### src/utf8v_pkg.sv
// Package: types, constants and lookup functions for the UTF-8 stream validator.
package utf8v_pkg;

  localparam int unsigned POSITION_BITS = 31;
  localparam int unsigned OFFSET_W      = 31;

  localparam logic [3:0] S_ACC = 4'd0;
  localparam logic [3:0] S_1   = 4'd1;
  localparam logic [3:0] S_2   = 4'd2;
  localparam logic [3:0] S_3   = 4'd3;
  localparam logic [3:0] S_E0  = 4'd4;
  localparam logic [3:0] S_ED  = 4'd5;
  localparam logic [3:0] S_F0  = 4'd6;
  localparam logic [3:0] S_F4  = 4'd7;
  localparam logic [3:0] S_ERR = 4'd8;

  localparam logic [1:0] STATUS_OK      = 2'd0;
  localparam logic [1:0] STATUS_INVALID = 2'd1;
  localparam logic [1:0] STATUS_TRUNC   = 2'd2;

  typedef struct packed {
    logic [7:0] byte_in;
    logic       last_byte;
  } in_t;

  typedef struct packed {
    logic                start_mark;
    logic [1:0]          status;
    logic [OFFSET_W-1:0] error_offset;
    logic                end_of_string;
  } out_t;

  function automatic logic [3:0] byte_class(input logic [7:0] b);
    logic [3:0] c;
    case (b) inside
      [8'h00:8'h7F]: c = 4'd0;
      [8'h80:8'h8F]: c = 4'd1;
      [8'h90:8'h9F]: c = 4'd2;
      [8'hA0:8'hBF]: c = 4'd3;
      [8'hC0:8'hC1]: c = 4'd4;
      [8'hC2:8'hDF]: c = 4'd5;
      8'hE0:         c = 4'd6;
      [8'hE1:8'hEC]: c = 4'd7;
      8'hED:         c = 4'd8;
      [8'hEE:8'hEF]: c = 4'd9;
      8'hF0:         c = 4'd10;
      [8'hF1:8'hF3]: c = 4'd11;
      8'hF4:         c = 4'd12;
      default:       c = 4'd13;
    endcase
    return c;
  endfunction

  // transition function; continuation classes are 1 (80-8F), 2 (90-9F), 3 (A0-BF)
  function automatic logic [3:0] next_state(input logic [3:0] s, input logic [3:0] c);
    logic [3:0] n;
    n = S_ERR;
    case (s)
      S_ACC: begin
        case (c)
          4'd0:    n = S_ACC;
          4'd5:    n = S_1;
          4'd6:    n = S_E0;
          4'd7:    n = S_2;
          4'd8:    n = S_ED;
          4'd9:    n = S_2;
          4'd10:   n = S_F0;
          4'd11:   n = S_3;
          4'd12:   n = S_F4;
          default: n = S_ERR;
        endcase
      end
      S_1:  if (c inside {4'd1, 4'd2, 4'd3}) n = S_ACC;
      S_2:  if (c inside {4'd1, 4'd2, 4'd3}) n = S_1;
      S_3:  if (c inside {4'd1, 4'd2, 4'd3}) n = S_2;
      S_E0: if (c == 4'd3) n = S_1;
      S_ED: if (c inside {4'd1, 4'd2}) n = S_1;
      S_F0: if (c inside {4'd2, 4'd3}) n = S_2;
      S_F4: if (c == 4'd1) n = S_2;
      default: n = S_ERR;
    endcase
    return n;
  endfunction

endpackage

### src/utf8v_step.sv
// One validation step: byte class, DFA transition, sticky error and result fields.
module utf8v_step #(
  parameter int unsigned PositionBits = utf8v_pkg::POSITION_BITS
) (
  input  utf8v_pkg::in_t          item_i,
  input  logic [3:0]              dfa_i,
  input  logic [PositionBits-1:0] pos_i,
  input  logic [PositionBits-1:0] seq_i,
  input  logic                    err_i,
  input  logic [PositionBits-1:0] saved_i,
  output logic [3:0]              dfa_o,
  output logic [PositionBits-1:0] pos_o,
  output logic [PositionBits-1:0] seq_o,
  output logic                    err_o,
  output logic [PositionBits-1:0] saved_o,
  output utf8v_pkg::out_t         result_o
);

  localparam int unsigned OffW = utf8v_pkg::OFFSET_W;

  logic [3:0]              cls;
  logic [3:0]              nxt;
  logic [PositionBits-1:0] eff_seq;
  logic [PositionBits-1:0] off;
  logic [OffW-1:0]         off_out;
  logic                    mark;
  logic [1:0]              status;

  assign cls     = utf8v_pkg::byte_class(item_i.byte_in);
  assign nxt     = utf8v_pkg::next_state(dfa_i, cls);
  assign eff_seq = (dfa_i == utf8v_pkg::S_ACC) ? pos_i : seq_i;

  always_comb begin
    mark    = 1'b0;
    status  = utf8v_pkg::STATUS_OK;
    off     = '0;
    dfa_o   = dfa_i;
    seq_o   = seq_i;
    err_o   = err_i;
    saved_o = saved_i;
    pos_o   = (pos_i == {PositionBits{1'b1}}) ? pos_i : pos_i + PositionBits'(1);
    if (err_i) begin
      status = utf8v_pkg::STATUS_INVALID;
      off    = saved_i;
    end else begin
      seq_o = eff_seq;
      if (nxt == utf8v_pkg::S_ERR) begin
        err_o   = 1'b1;
        saved_o = eff_seq;
        status  = utf8v_pkg::STATUS_INVALID;
        off     = eff_seq;
      end else begin
        mark  = (cls == 4'd0) || (cls >= 4'd4);
        dfa_o = nxt;
        if (item_i.last_byte && nxt != utf8v_pkg::S_ACC) begin
          status = utf8v_pkg::STATUS_TRUNC;
          off    = eff_seq;
        end
      end
    end
    if (item_i.last_byte) begin
      dfa_o   = utf8v_pkg::S_ACC;
      pos_o   = '0;
      seq_o   = '0;
      err_o   = 1'b0;
      saved_o = '0;
    end
  end

  if (PositionBits >= OffW) begin : g_off_trunc
    assign off_out = off[OffW-1:0];
  end else begin : g_off_ext
    assign off_out = {{(OffW-PositionBits){1'b0}}, off};
  end

  assign result_o.start_mark    = mark;
  assign result_o.status        = status;
  assign result_o.error_offset  = off_out;
  assign result_o.end_of_string = item_i.last_byte;

endmodule

### src/utf8_validate_mark_stream_top.sv
// Top level: input register, validation step and result register for the UTF-8 marker.
// Each byte passes the input register and then the result register before its result is out.
// Throughput: one byte per cycle unless stalled; the DFA step fits between the two registers.
// The result register holds under stall while the input register still takes a byte.
// Reset: asynchronous active low; both stages empty, DFA in accept state, counters zero.
module utf8_validate_mark_stream_top #(
  parameter int unsigned PositionBits = utf8v_pkg::POSITION_BITS
) (
  input  logic            clk_i,
  input  logic            rst_ni,
  input  logic            in_valid_i,
  output logic            in_stall_o,
  input  utf8v_pkg::in_t  in_data_i,
  output logic            out_valid_o,
  input  logic            out_stall_i,
  output utf8v_pkg::out_t out_data_o
);

  logic                    s1_valid_q, s1_valid_d;
  utf8v_pkg::in_t          s1_data_q;
  logic                    out_valid_q, out_valid_d;
  utf8v_pkg::out_t         out_data_q;
  logic [3:0]              dfa_q, dfa_d;
  logic [PositionBits-1:0] pos_q, pos_d;
  logic [PositionBits-1:0] seq_q, seq_d;
  logic                    err_q, err_d;
  logic [PositionBits-1:0] saved_q, saved_d;
  utf8v_pkg::out_t         result;
  logic                    out_ready, s1_adv, in_acc;

  assign out_ready  = !out_valid_q || !out_stall_i;
  assign s1_adv     = s1_valid_q && out_ready;
  assign in_stall_o = s1_valid_q && !out_ready;
  assign in_acc     = in_valid_i && !in_stall_o;

  utf8v_step #(.PositionBits(PositionBits)) u_step (
    .item_i  (s1_data_q),
    .dfa_i   (dfa_q),
    .pos_i   (pos_q),
    .seq_i   (seq_q),
    .err_i   (err_q),
    .saved_i (saved_q),
    .dfa_o   (dfa_d),
    .pos_o   (pos_d),
    .seq_o   (seq_d),
    .err_o   (err_d),
    .saved_o (saved_d),
    .result_o(result)
  );

  always_comb begin
    s1_valid_d = s1_valid_q;
    if (in_acc) begin
      s1_valid_d = 1'b1;
    end else if (s1_adv) begin
      s1_valid_d = 1'b0;
    end
    out_valid_d = out_valid_q;
    if (s1_adv) begin
      out_valid_d = 1'b1;
    end else if (!out_stall_i) begin
      out_valid_d = 1'b0;
    end
  end

  always_ff @(posedge clk_i or negedge rst_ni) begin
    if (!rst_ni) begin
      s1_valid_q  <= 1'b0;
      out_valid_q <= 1'b0;
      dfa_q       <= utf8v_pkg::S_ACC;
      pos_q       <= '0;
      seq_q       <= '0;
      err_q       <= 1'b0;
      saved_q     <= '0;
    end else begin
      s1_valid_q  <= s1_valid_d;
      out_valid_q <= out_valid_d;
      if (s1_adv) begin
        dfa_q   <= dfa_d;
        pos_q   <= pos_d;
        seq_q   <= seq_d;
        err_q   <= err_d;
        saved_q <= saved_d;
      end
    end
  end

  always_ff @(posedge clk_i) begin
    if (in_acc) begin
      s1_data_q <= in_data_i;
    end
    if (s1_adv) begin
      out_data_q <= result;
    end
  end

  assign out_valid_o = out_valid_q;
  assign out_data_o  = out_data_q;

endmodule

### config.mk
export PLATFORM = sky130hd
export DESIGN_NAME = utf8_validate_mark_stream_top
export DESIGN_NICKNAME = d
export VERILOG_FILES = /design/src/utf8v_pkg.sv /design/src/utf8v_step.sv /design/src/utf8_validate_mark_stream_top.sv
export SDC_FILE = /design/constraint.sdc
export NUM_CORES = 1
export LEC_CHECK = 0
export BUFFER_PORTS_ARGS = -buffer_cell sky130_fd_sc_hd__buf_2
export CAP_MARGIN = 20
export CORE_ASPECT_RATIO = 0.9
export CORE_MARGIN = 4
export CORE_UTILIZATION = 40
export CTS_BUF_LIST = sky130_fd_sc_hd__clkbuf_8 sky130_fd_sc_hd__clkbuf_16
export DETAILED_ROUTE_END_ITERATION = 10
export PLACE_DENSITY = 0.57
export SYNTH_ARGS = -nofsm -noshare
export SYNTH_HDL_FRONTEND = slang
export SYNTH_SLANG_ARGS = --single-unit
### constraint.sdc
create_clock -name clk_i -period 5.7 [get_ports clk_i]
set_clock_uncertainty 0.05 [all_clocks]
set_input_delay 1.14 -clock clk_i [delete_from_list [all_inputs] [get_ports clk_i]]
set_output_delay 1.14 -clock clk_i [all_outputs]
set_load 0.1 [all_outputs]
[Word-level counts from Yosys, hierarchy flattened]
Memory sizes are Yosys's and may differ from the RTL's.
Index checks and enable logic that the tools add are counted.
Storage, ports and cells
  bits in read-only memories: 64
  input bits: 13
  register bits: 144
  logic and storage cells: 129
  memories: 1
  output and inout port bits: 37
Memories
  (no name shown): depth 16, width 4, read ports 1, clocked after Yosys merged registers in 0, wr ports 0, RTL line utf8v_pkg.sv:60  | case (c)
Cells by class
  equality and inequality tests: 20
  mux-type cells: 43
  magnitude comparators: 19
  add/subtract/negate cells: 1
  reduce and logical (&&, ||, !) cells: 32
Operator list (number)
  31-bit two-way mux: 11
  4-bit two-way mux: 22
  8-bit greater-or-equal comparator, second input constant: 8
  8-bit <= comparator, second input constant: 8
  8-bit == test, second input constant: 4
  4-bit case mux with 8 select lines: 1
  31-bit by 1-bit adder with 31-bit output, second input constant: 1
  31-bit == test, second input constant: 1
  4-bit by 2-bit == test with 1-bit output, second input constant: 4
  4-bit by 3-bit == test with 1-bit output, second input constant: 4
  1-bit logical AND: 13
  4-bit by 1-bit == test with 1-bit output, second input constant: 2
  8-bit by 1-bit greater-or-equal comparator with 1-bit output, second input constant: 1
  8-bit by 7-bit <= comparator with 1-bit output, second input constant: 1
  4-bit zero test: 2
  1-bit two-way mux: 8
  2-bit nonzero test: 4
  2-bit inequality test, second input constant: 3
  3-bit AND reduction: 2
  4-bit == test, second input constant: 1
  4-bit by 3-bit greater-or-equal comparator with 1-bit output, second input constant: 1
  1-bit zero test: 4
  2-bit AND reduction: 2
  4-bit nonzero test: 1
  other kinds (5): 6

[Depth between registers and ports, before layout]
Gate-level depths: netlist (run 1).
  word-level depth: 23
  mapped depth: 15
  gate-level depth less buffers: 14

[Cells and area by module]
From an unflattened synthesis (run 1), not the netlist that was laid out.
Unflattened totals
  cell total of the unflattened synthesis: 831
  area total of the unflattened synthesis: 8947.3 sq um
By module, submodules not included
  utf8_validate_mark_stream_top: seq. area each 3823.7 sq um, cells an instance 259, area an instance 5098.6 sq um, times used 1
  utf8v_step: seq. area each 0.0 sq um, cells an instance 572, area an instance 3848.7 sq um, times used 1

[Worst setup path before layout (run 1)]
OpenSTA, ideal clock, no wires.
  kind: register to register
  start: register s1_data_q[5] (netlist bit)
  end: register out_data_q (netlist bit out_data_o[18]), data pin
  library setup time: 0.257 ns
  slack: 2.351 ns
  cell stages (with the launch flop): 15
  data required time: 5.393 ns
  data arrival time: 3.041 ns
  path buffers: 2
  clock period less this slack: 3.349 ns
  path through: edfxtp_1 -> buf_2 -> mux2_2 -> o32ai_1 -> nand3b_1 -> o211a_1 -> ha_1 -> nor3_1 -> o22a_1 -> o21ai_0 -> o2bb2ai_2 -> o311a_2 -> nor2_2 -> buf_6 -> o21ai_1
RTL lines
  from (decl): RTL line utf8_validate_mark_stream_top.sv:20  | utf8v_pkg::in_t s1_data_q;
  from (signal assigned): RTL line utf8_validate_mark_stream_top.sv:90  | s1_data_q <= in_data_i;
  to (signal assigned): RTL line utf8_validate_mark_stream_top.sv:93  | out_data_q <= result;
  to (decl): RTL line utf8_validate_mark_stream_top.sv:22  | utf8v_pkg::out_t out_data_q;

==> out/results.tsv, run 1 <==
stage	metric	value	unit
setup_path	worst-path maximum fanout	21	
power	Psw	1.32	mW
sta	setup TNS	0	ns
setup_path	type of origin of the critical path	flop	
power	Lkg Pwr	3.27	nW
finish	share of cells above drive strength 1	15.5	%
clock_tree	CTS max path bufs	2	
clock_tree	Skew-Pair Late Insertion Delay	0.42	ns
synth	FFs w/ async S/R, synth	69.4	%
finish	multi-input gate area in the final layout	2880	um2
sta	Slew HR	33.6	%
sta	Final period util	73.5	%
power	switch share	37.0	%
sta	endpoints failing hold	0	
placed_design	Port Buffers	49	
power	Comb power frac	30.4	%
detailed_routing	Avg WL per Cell	16.1	um
sta	setup ws final	1.51	ns
die	die area	19600	um2
global_route	largest net degree at the start of global routing	73	
global_route	total track usage	16.5	%
synth	Mapped Area	6970	um2
die	Die Wd	147	um
die	num rows	45	
global_route	first-pass GRT wire length	26.5	mm
clock_tree	H-tree depth	4	
setup_path	Critical path origin	s1_data_q[6]	
detailed_routing	vias after detailed routing	5112	
clock_tree	hold_buf cts	0	
power	pwr/cell area	444	nW/um2
setup_path	RR Startpoint	s1_data_q[6]	
setup_path	r2r endpoint	out_data_o[17]	
sta	Final setup violation count	0	
setup_path	worst path arrival time	4.29	ns
die	Starting Density	41.0	%
synth	adder-cell area share of the yosys netlist	1.08	%
detailed_routing	DRC violations left	0	
clock_tree	clock sink count	144	
synth	Mapped Cells	664	
synth	Synth cell types	61	
clock_tree	CTS tree	done	
synth	post-synthesis sequential area ratio	54.9	%
synth	Simple-Gate Fraction of Synth Area	14.4	%
global_route	grt total ovfl	0	
die	Vert. Die Dim	133	um
synth	mean area per synthesized cell	10.5	um2
setup_path	Setup crit end kind	flop	
power	Peak supply drop	0.283	mV
synth	Synth Area in XOR/XNOR	2.26	%
setup_path	critical path required time	5.80	ns
synth	post-synthesis mux area share	4.49	%
run	MaxCap Viol Count	0	
placed_design	detailed placement HPWL	9.61	mm
setup_path	Worst R2R Path Depth	13	
synth	Post-synth EDFFs	44	
sta	Final Max Tran Viols	0	
detailed_routing	Routed Antenna Nets	0	
sta	Worst Tran Pin Value	0.996	ns
finish	post-layout net count	715	
detailed_routing	Via-to-Cell Ratio	5.42	
clock_tree	CTS resizes	0	
sta	clock period minus worst slack	4.19	ns
detailed_routing	drt first pass iters	6	
finish	Register Area	3820	um2
sta	Fmax	239	MHz
clock_tree	clock-pin transition on the worst setup and hold timing paths	0.06	ns
placed_design	placer's final routability congestion estimate	0.851	
detailed_routing	Starting DRT DRC Count	369	
synth	ys flop type	dfrtp_1	
detailed_routing	routed wire length	15.2	mm
power	Cell Int Power	2.25	mW
finish	Fill cells	1575	
clock_tree	root buffer cell	clkbuf_16	
global_route	antenna violations before repair	0	
finish	area delta synth->final	15.4	%
setup_path	Setup crit end	out_data_o[17]	
synth	largest family of logic cells by synthesized area	compound AO/OA/AOI/OAI gates	
die	I/O pins	50	
sta	unrepaired setup endpoints after global routing	no	
clock_tree	# Post-CTS Setup Buffers	0	
die	Core Region	17000	um2
clock_tree	Num CTS Buffers	17	
power	Flop pwr share	36.2	%
setup_path	R2R Setup Slk	1.51	ns
setup_path	Crit Path Category	flop to flop	
synth	#FFs+latches synth	144	
synth	synthesized net count	683	
power	Clock Power Share	33.5	%
synth	Synth Area in Compound Gates	18.9	%
finish	diode count	0	
synth	Yosys Warn Count	0	
global_route	vias in the first global route	5108	
placed_design	Setup Slack @ Placement	1.48	ns
worst_hold_path	type of the worst min-delay path	flop to flop	
status	outcome	finished, final reports clean	
## layer usage
layer,track usage (%),routed length [um],vias to the layer above
li1,-,-,2481
met1,24.0,7520,2497
met2,25.0,6880,118
met3,3.78,686,16
met4,4.50,157,0
met5,0,0,-
## sequential cells by signal, summed over array words and instances (netlist names)
register     flops
s1_data_q        9
out_valid_o      1
saved_q         31
pos_q           31
seq_q           31
out_data_o      35
err_q            1
s1_valid_q       1
dfa_q            4
## power by group through the flow
stage               clock [mW]  combinational (mW)  sequential [mW]
global placement             0                1.07             1.30
global route              1.26                1.18             1.31
detailed placement           0                1.09             1.31
CTS                       1.22                1.09             1.29
finish                    1.19                1.08             1.29
floorplan                    0               0.727             1.45
## worst min-delay path by stage
stage             endpoint         from  depth (start not counted)
2_1_floorplan  saved_q[29]  saved_q[29]                          1
3_3_place_gp    saved_q[6]   saved_q[6]                          1
3_5_place_dp   saved_q[10]  saved_q[10]                          1
4_1_cts        saved_q[12]  saved_q[12]                          1
5_1_grt        saved_q[15]  saved_q[15]                          1
6_report       saved_q[12]  saved_q[12]                          1
## Yosys cell counts, types with 3 or more instances
cell         n  area [um2]
nand3_1     14        70.1
xnor2_1     11        96.3
nor4_1       3        18.8
ha_1         6        75.1
o2bb2ai_1   30         263
o21ai_2      7        61.3
nor3_1      10        50.1
mux2i_1     29         290
clkbuf_1    32         120
inv_1       13        48.8
a31oi_1      3        18.8
and4_1       3        26.3
nand4_1      6        37.5
o211a_1      3        30.0
and3_1       5        31.3
o21ai_1     60         300
o21ai_0     18        90.1
edfxtp_1    44        1320
buf_6        5        56.3
and2_1       3        18.8
or3_1        7        43.8
a21oi_1     17        85.1
nor2_1      40         150
buf_2       10        50.1
nand2_1     98         368
dfrtp_1    100        2500
nand2b_1     7        43.8
a22oi_1     34         255
xor2_1       7        61.3
## through the flow
| stage | power, mW | std cells | util, % | hold WS (ns) | area, um2 |
|---|---|---|---|---|---|
| 3_3_place_gp | 2.37 | 911 | 43.4 | 0.420 | 7380 |
| 2_1_floorplan | 2.18 | 664 | - | 0.406 | 6970 |
| 5_1_grt | 3.75 | 944 | 47.3 | 0.450 | 8040 |
| 6_report | 3.57 | 944 | 47.3 | 0.438 | 8040 |
| 3_5_place_dp | 2.39 | 911 | 43.4 | 0.424 | 7380 |
| 4_1_cts | 3.60 | 943 | 47.1 | 0.442 | 8020 |
## area by class of cell
type | count | area share [%]
well taps | 235 | 3.66
clock buffers | 18 | 5.46
multi-input cells | 459 | 35.8
flip-flops and latches | 144 | 47.5
clock inverters | 14 | 2.46
repair buffers | 61 | 4.45
inverters | 13 | 0.607
## cells in the final DEF (no fill, tap or decap), types with 18 or more instances in the layout
master     instances
nand2_1           98
a22oi_1           34
o2bb2ai_1         30
o21ai_1           59
edfxtp_1          44
dfrtp_1          100
nor2_1            39
mux2i_1           29
buf_2             48
o21ai_0           18
## worst max-delay path: stages (launching register included)
cell	delay [ns]
edfxtp_1	0.52
mux2_2	0.37
o32ai_1	0.22
nand3b_1	0.18
o211a_1	0.21
ha_1	0.26
nor3_1	0.24
o22a_1	0.17
o21ai_0	0.09
o2bb2ai_2	0.20
o311a_2	0.43
nor2_2	0.41
buf_4	0.39
o21ai_1	0.15
## cell families (layout without fill, tap and decap cells)
family / Yosys count / in the layout
simple gates: 211 / 211
compound gates: 193 / 193
flops: 144 / 144
buf+inv: 61 / 106
mux: 31 / 31
xor+xnor: 18 / 18
fa+ha+maj: 6 / 6
(Power assumes the default switching activity.)
==> inputs of run 2 (changes only) <==
Clock period 5.7 ns to 4.3 ns, I/O delays scaled along.
==> out/results.tsv, run 2 (synthesis results as in run 1) <==
stage	metric	value	unit	change
status	outcome	finished, final reports clean		
power	Flop pwr share	36.9	%	+0.7 points
sta	setup TNS	0	ns	unchanged
setup_path	crit path cell chain	mux2_2 > o32ai_1 > nand3b_1 > o211a_1 > ha_1 > nor3_1 > o22a_1 > o21ai_0 > o2bb2ai_2 > o311a_2 > nor2_2 > buf_4 > o21ai_1		
clock_tree	clock sink count	144		unchanged
placed_design	detailed placement HPWL	9.99	mm	+3.9%
worst_hold_path	WHS Path Cells	1		unchanged
die	I/O pins	50		unchanged
detailed_routing	Routed Antenna Nets	0		unchanged
power	Cell Int Power	2.87	mW	+27%
placed_design	placer's final routability congestion estimate	0.852		about the same
die	Die Wd	147	um	unchanged
power	Comb power frac	31.3	%	+0.9 points
finish	post-layout util	47.2	%	-0.14 points
run	MaxCap Viol Count	0		unchanged
global_route	grt total ovfl	0		unchanged
clock_tree	CTS tree	done		
die	num rows	45		unchanged
sta	endpoints failing hold	0		unchanged
setup_path	Setup crit end kind	flop		
detailed_routing	Avg WL per Cell	16.5	um	+2.1%
clock_tree	CTS max path bufs	2		unchanged
global_route	total track usage	16.6	%	+0.13 points
sta	Fmax	258	MHz	+8.2%
finish	area delta synth->final	15.1	%	
power	switch share	38.2	%	+1.2 points
sta	Final setup violation count	0		unchanged
die	Starting Density	41.0	%	unchanged
setup_path	worst-path maximum fanout	21		unchanged
power	Psw	1.77	mW	+34%
die	Core Region	17000	um2	unchanged
sta	unrepaired setup endpoints after global routing	no		
setup_path	CP max-delay cell	edfxtp_1		
sta	clock period minus worst slack	3.87	ns	-0.319 ns
sta	WHS	0.439	ns	+0.00169 ns
setup_path	Top delay family on crit path	compound AO/OA/AOI/OAI gates		
setup_path	Worst R2R Path Depth	13		unchanged
power	Lkg Pwr	3.27	nW	about the same
clock_tree	hold_buf cts	0		unchanged
finish	max FFs per register	35		unchanged
power	pwr/cell area	579	nW/um2	+30%
setup_path	worst path arrival time	3.98	ns	-0.31 ns
detailed_routing	drt first pass iters	7		+1
clock_tree	H-tree depth	4		unchanged
finish	post-layout net count	720		+0.70%
die	die area	19600	um2	unchanged
global_route	largest net degree at the start of global routing	74		+1.4%
placed_design	Port Buffers	49		unchanged
setup_path	critical path required time	4.40	ns	-1.40 ns
setup_path	Worst Path Buf+Inv	1		unchanged
setup_path	CP max stage delay	0.51	ns	about the same
worst_hold_path	type of the worst min-delay path	flop to flop		
sta	Slew HR	34.9	%	+1.3 points
finish	share of cells above drive strength 1	16.2	%	+0.73 points
sta	Final period util	90.0	%	+17 points
setup_path	Crit Path Category	flop to flop		
detailed_routing	routed wire length	15.6	mm	+2.7%
finish	diode count	0		unchanged
detailed_routing	vias after detailed routing	5149		+0.72%
global_route	vias in the first global route	5061		-0.92%
clock_tree	Num CTS Buffers	17		unchanged
clock_tree	CTS resizes	0		unchanged
finish	Register Area	3820	um2	unchanged
detailed_routing	DRC violations left	0		unchanged
clock_tree	root buffer cell	clkbuf_16		
setup_path	CP Depth	13		unchanged
power	Peak supply drop	0.334	mV	+18%
finish	most frequent cells in the layout	dfrtp_1 (100), nand2_1 (98), o21ai_1 (59)		
sta	Final Max Tran Viols	0		unchanged
sta	Worst Tran Pin Value	0.977	ns	-0.0192 ns
finish	Fill cells	1588		+0.83%
finish	multi-input gate area in the final layout	2880	um2	unchanged
global_route	antenna violations before repair	0		unchanged
die	Vert. Die Dim	133	um	unchanged
clock_tree	# Post-CTS Setup Buffers	0		unchanged
global_route	first-pass GRT wire length	26.2	mm	-1.1%
power	Clock Power Share	31.8	%	-1.7 points
finish	most common cell after layout, fill and taps aside	dfrtp_1		
setup_path	type of origin of the critical path	flop		
detailed_routing	Starting DRT DRC Count	331		-10%
clock_tree	Skew-Pair Late Insertion Delay	0.43	ns	about the same
clock_tree	clock-pin transition on the worst setup and hold timing paths	0.06	ns	about the same
detailed_routing	Via-to-Cell Ratio	5.43		+0.19%
-- run 2: changes by cell type in the layout (fill, tap and decap cells not counted), sizes merged --
cell    change
buf         +5
bufinv      -3
clkbuf      +2
inv         +2
clkinv      -1
-- run 2: final timing paths --
kind	from	end	slack (ns)
max reg2reg	s1_data_q[6]	out_data_o[31]	0.43
min reg2reg	saved_q[19]	saved_q[19]	0.44
max in group asynchronous	rst_ni	saved_q[11]	2.85
min in group asynchronous	rst_ni	saved_q[3]	0.52
min	saved_q[19]	saved_q[19]	0.44
max	s1_data_q[6]	out_data_o[31]	0.43
-- run 2: through the flow --
step	setup slack [ns]	instances	cell area, um2	power [mW]
2_1_floorplan	0.951	664	6970	2.89
3_3_place_gp	0.547	917	7420	3.18
3_5_place_dp	0.452	917	7420	3.20
4_1_cts	0.401	949	8020	4.69
5_1_grt	0.0886	949	8020	4.87
6_report	0.428	949	8020	4.64
-- run 2: power by group through the flow --
stage	sequential, mW	combinational (mW)	clock [mW]
global placement	1.73	1.45	0
finish	1.71	1.45	1.47
global route	1.73	1.56	1.57
detailed placement	1.74	1.46	0
floorplan	1.92	0.964	0
CTS	1.71	1.47	1.51
-- run 2: per-layer routing --
metal	track usage [%]	share of wire [%]	vias to the layer above
met3	4.01	4.2	19
met2	24.5	43	112
met4	5.80	1.6	0
met5	0	0	-
met1	24.1	52	2514
li1	-	-	2504
-- run 2: layout make-up --
type	instances	area share, %
repair buffers	66	4.68
multi-input cells	459	35.9
clock inverters	12	1.47
flip-flops and latches	144	47.7
clock buffers	20	5.96
well taps	235	3.67
inverters	13	0.609
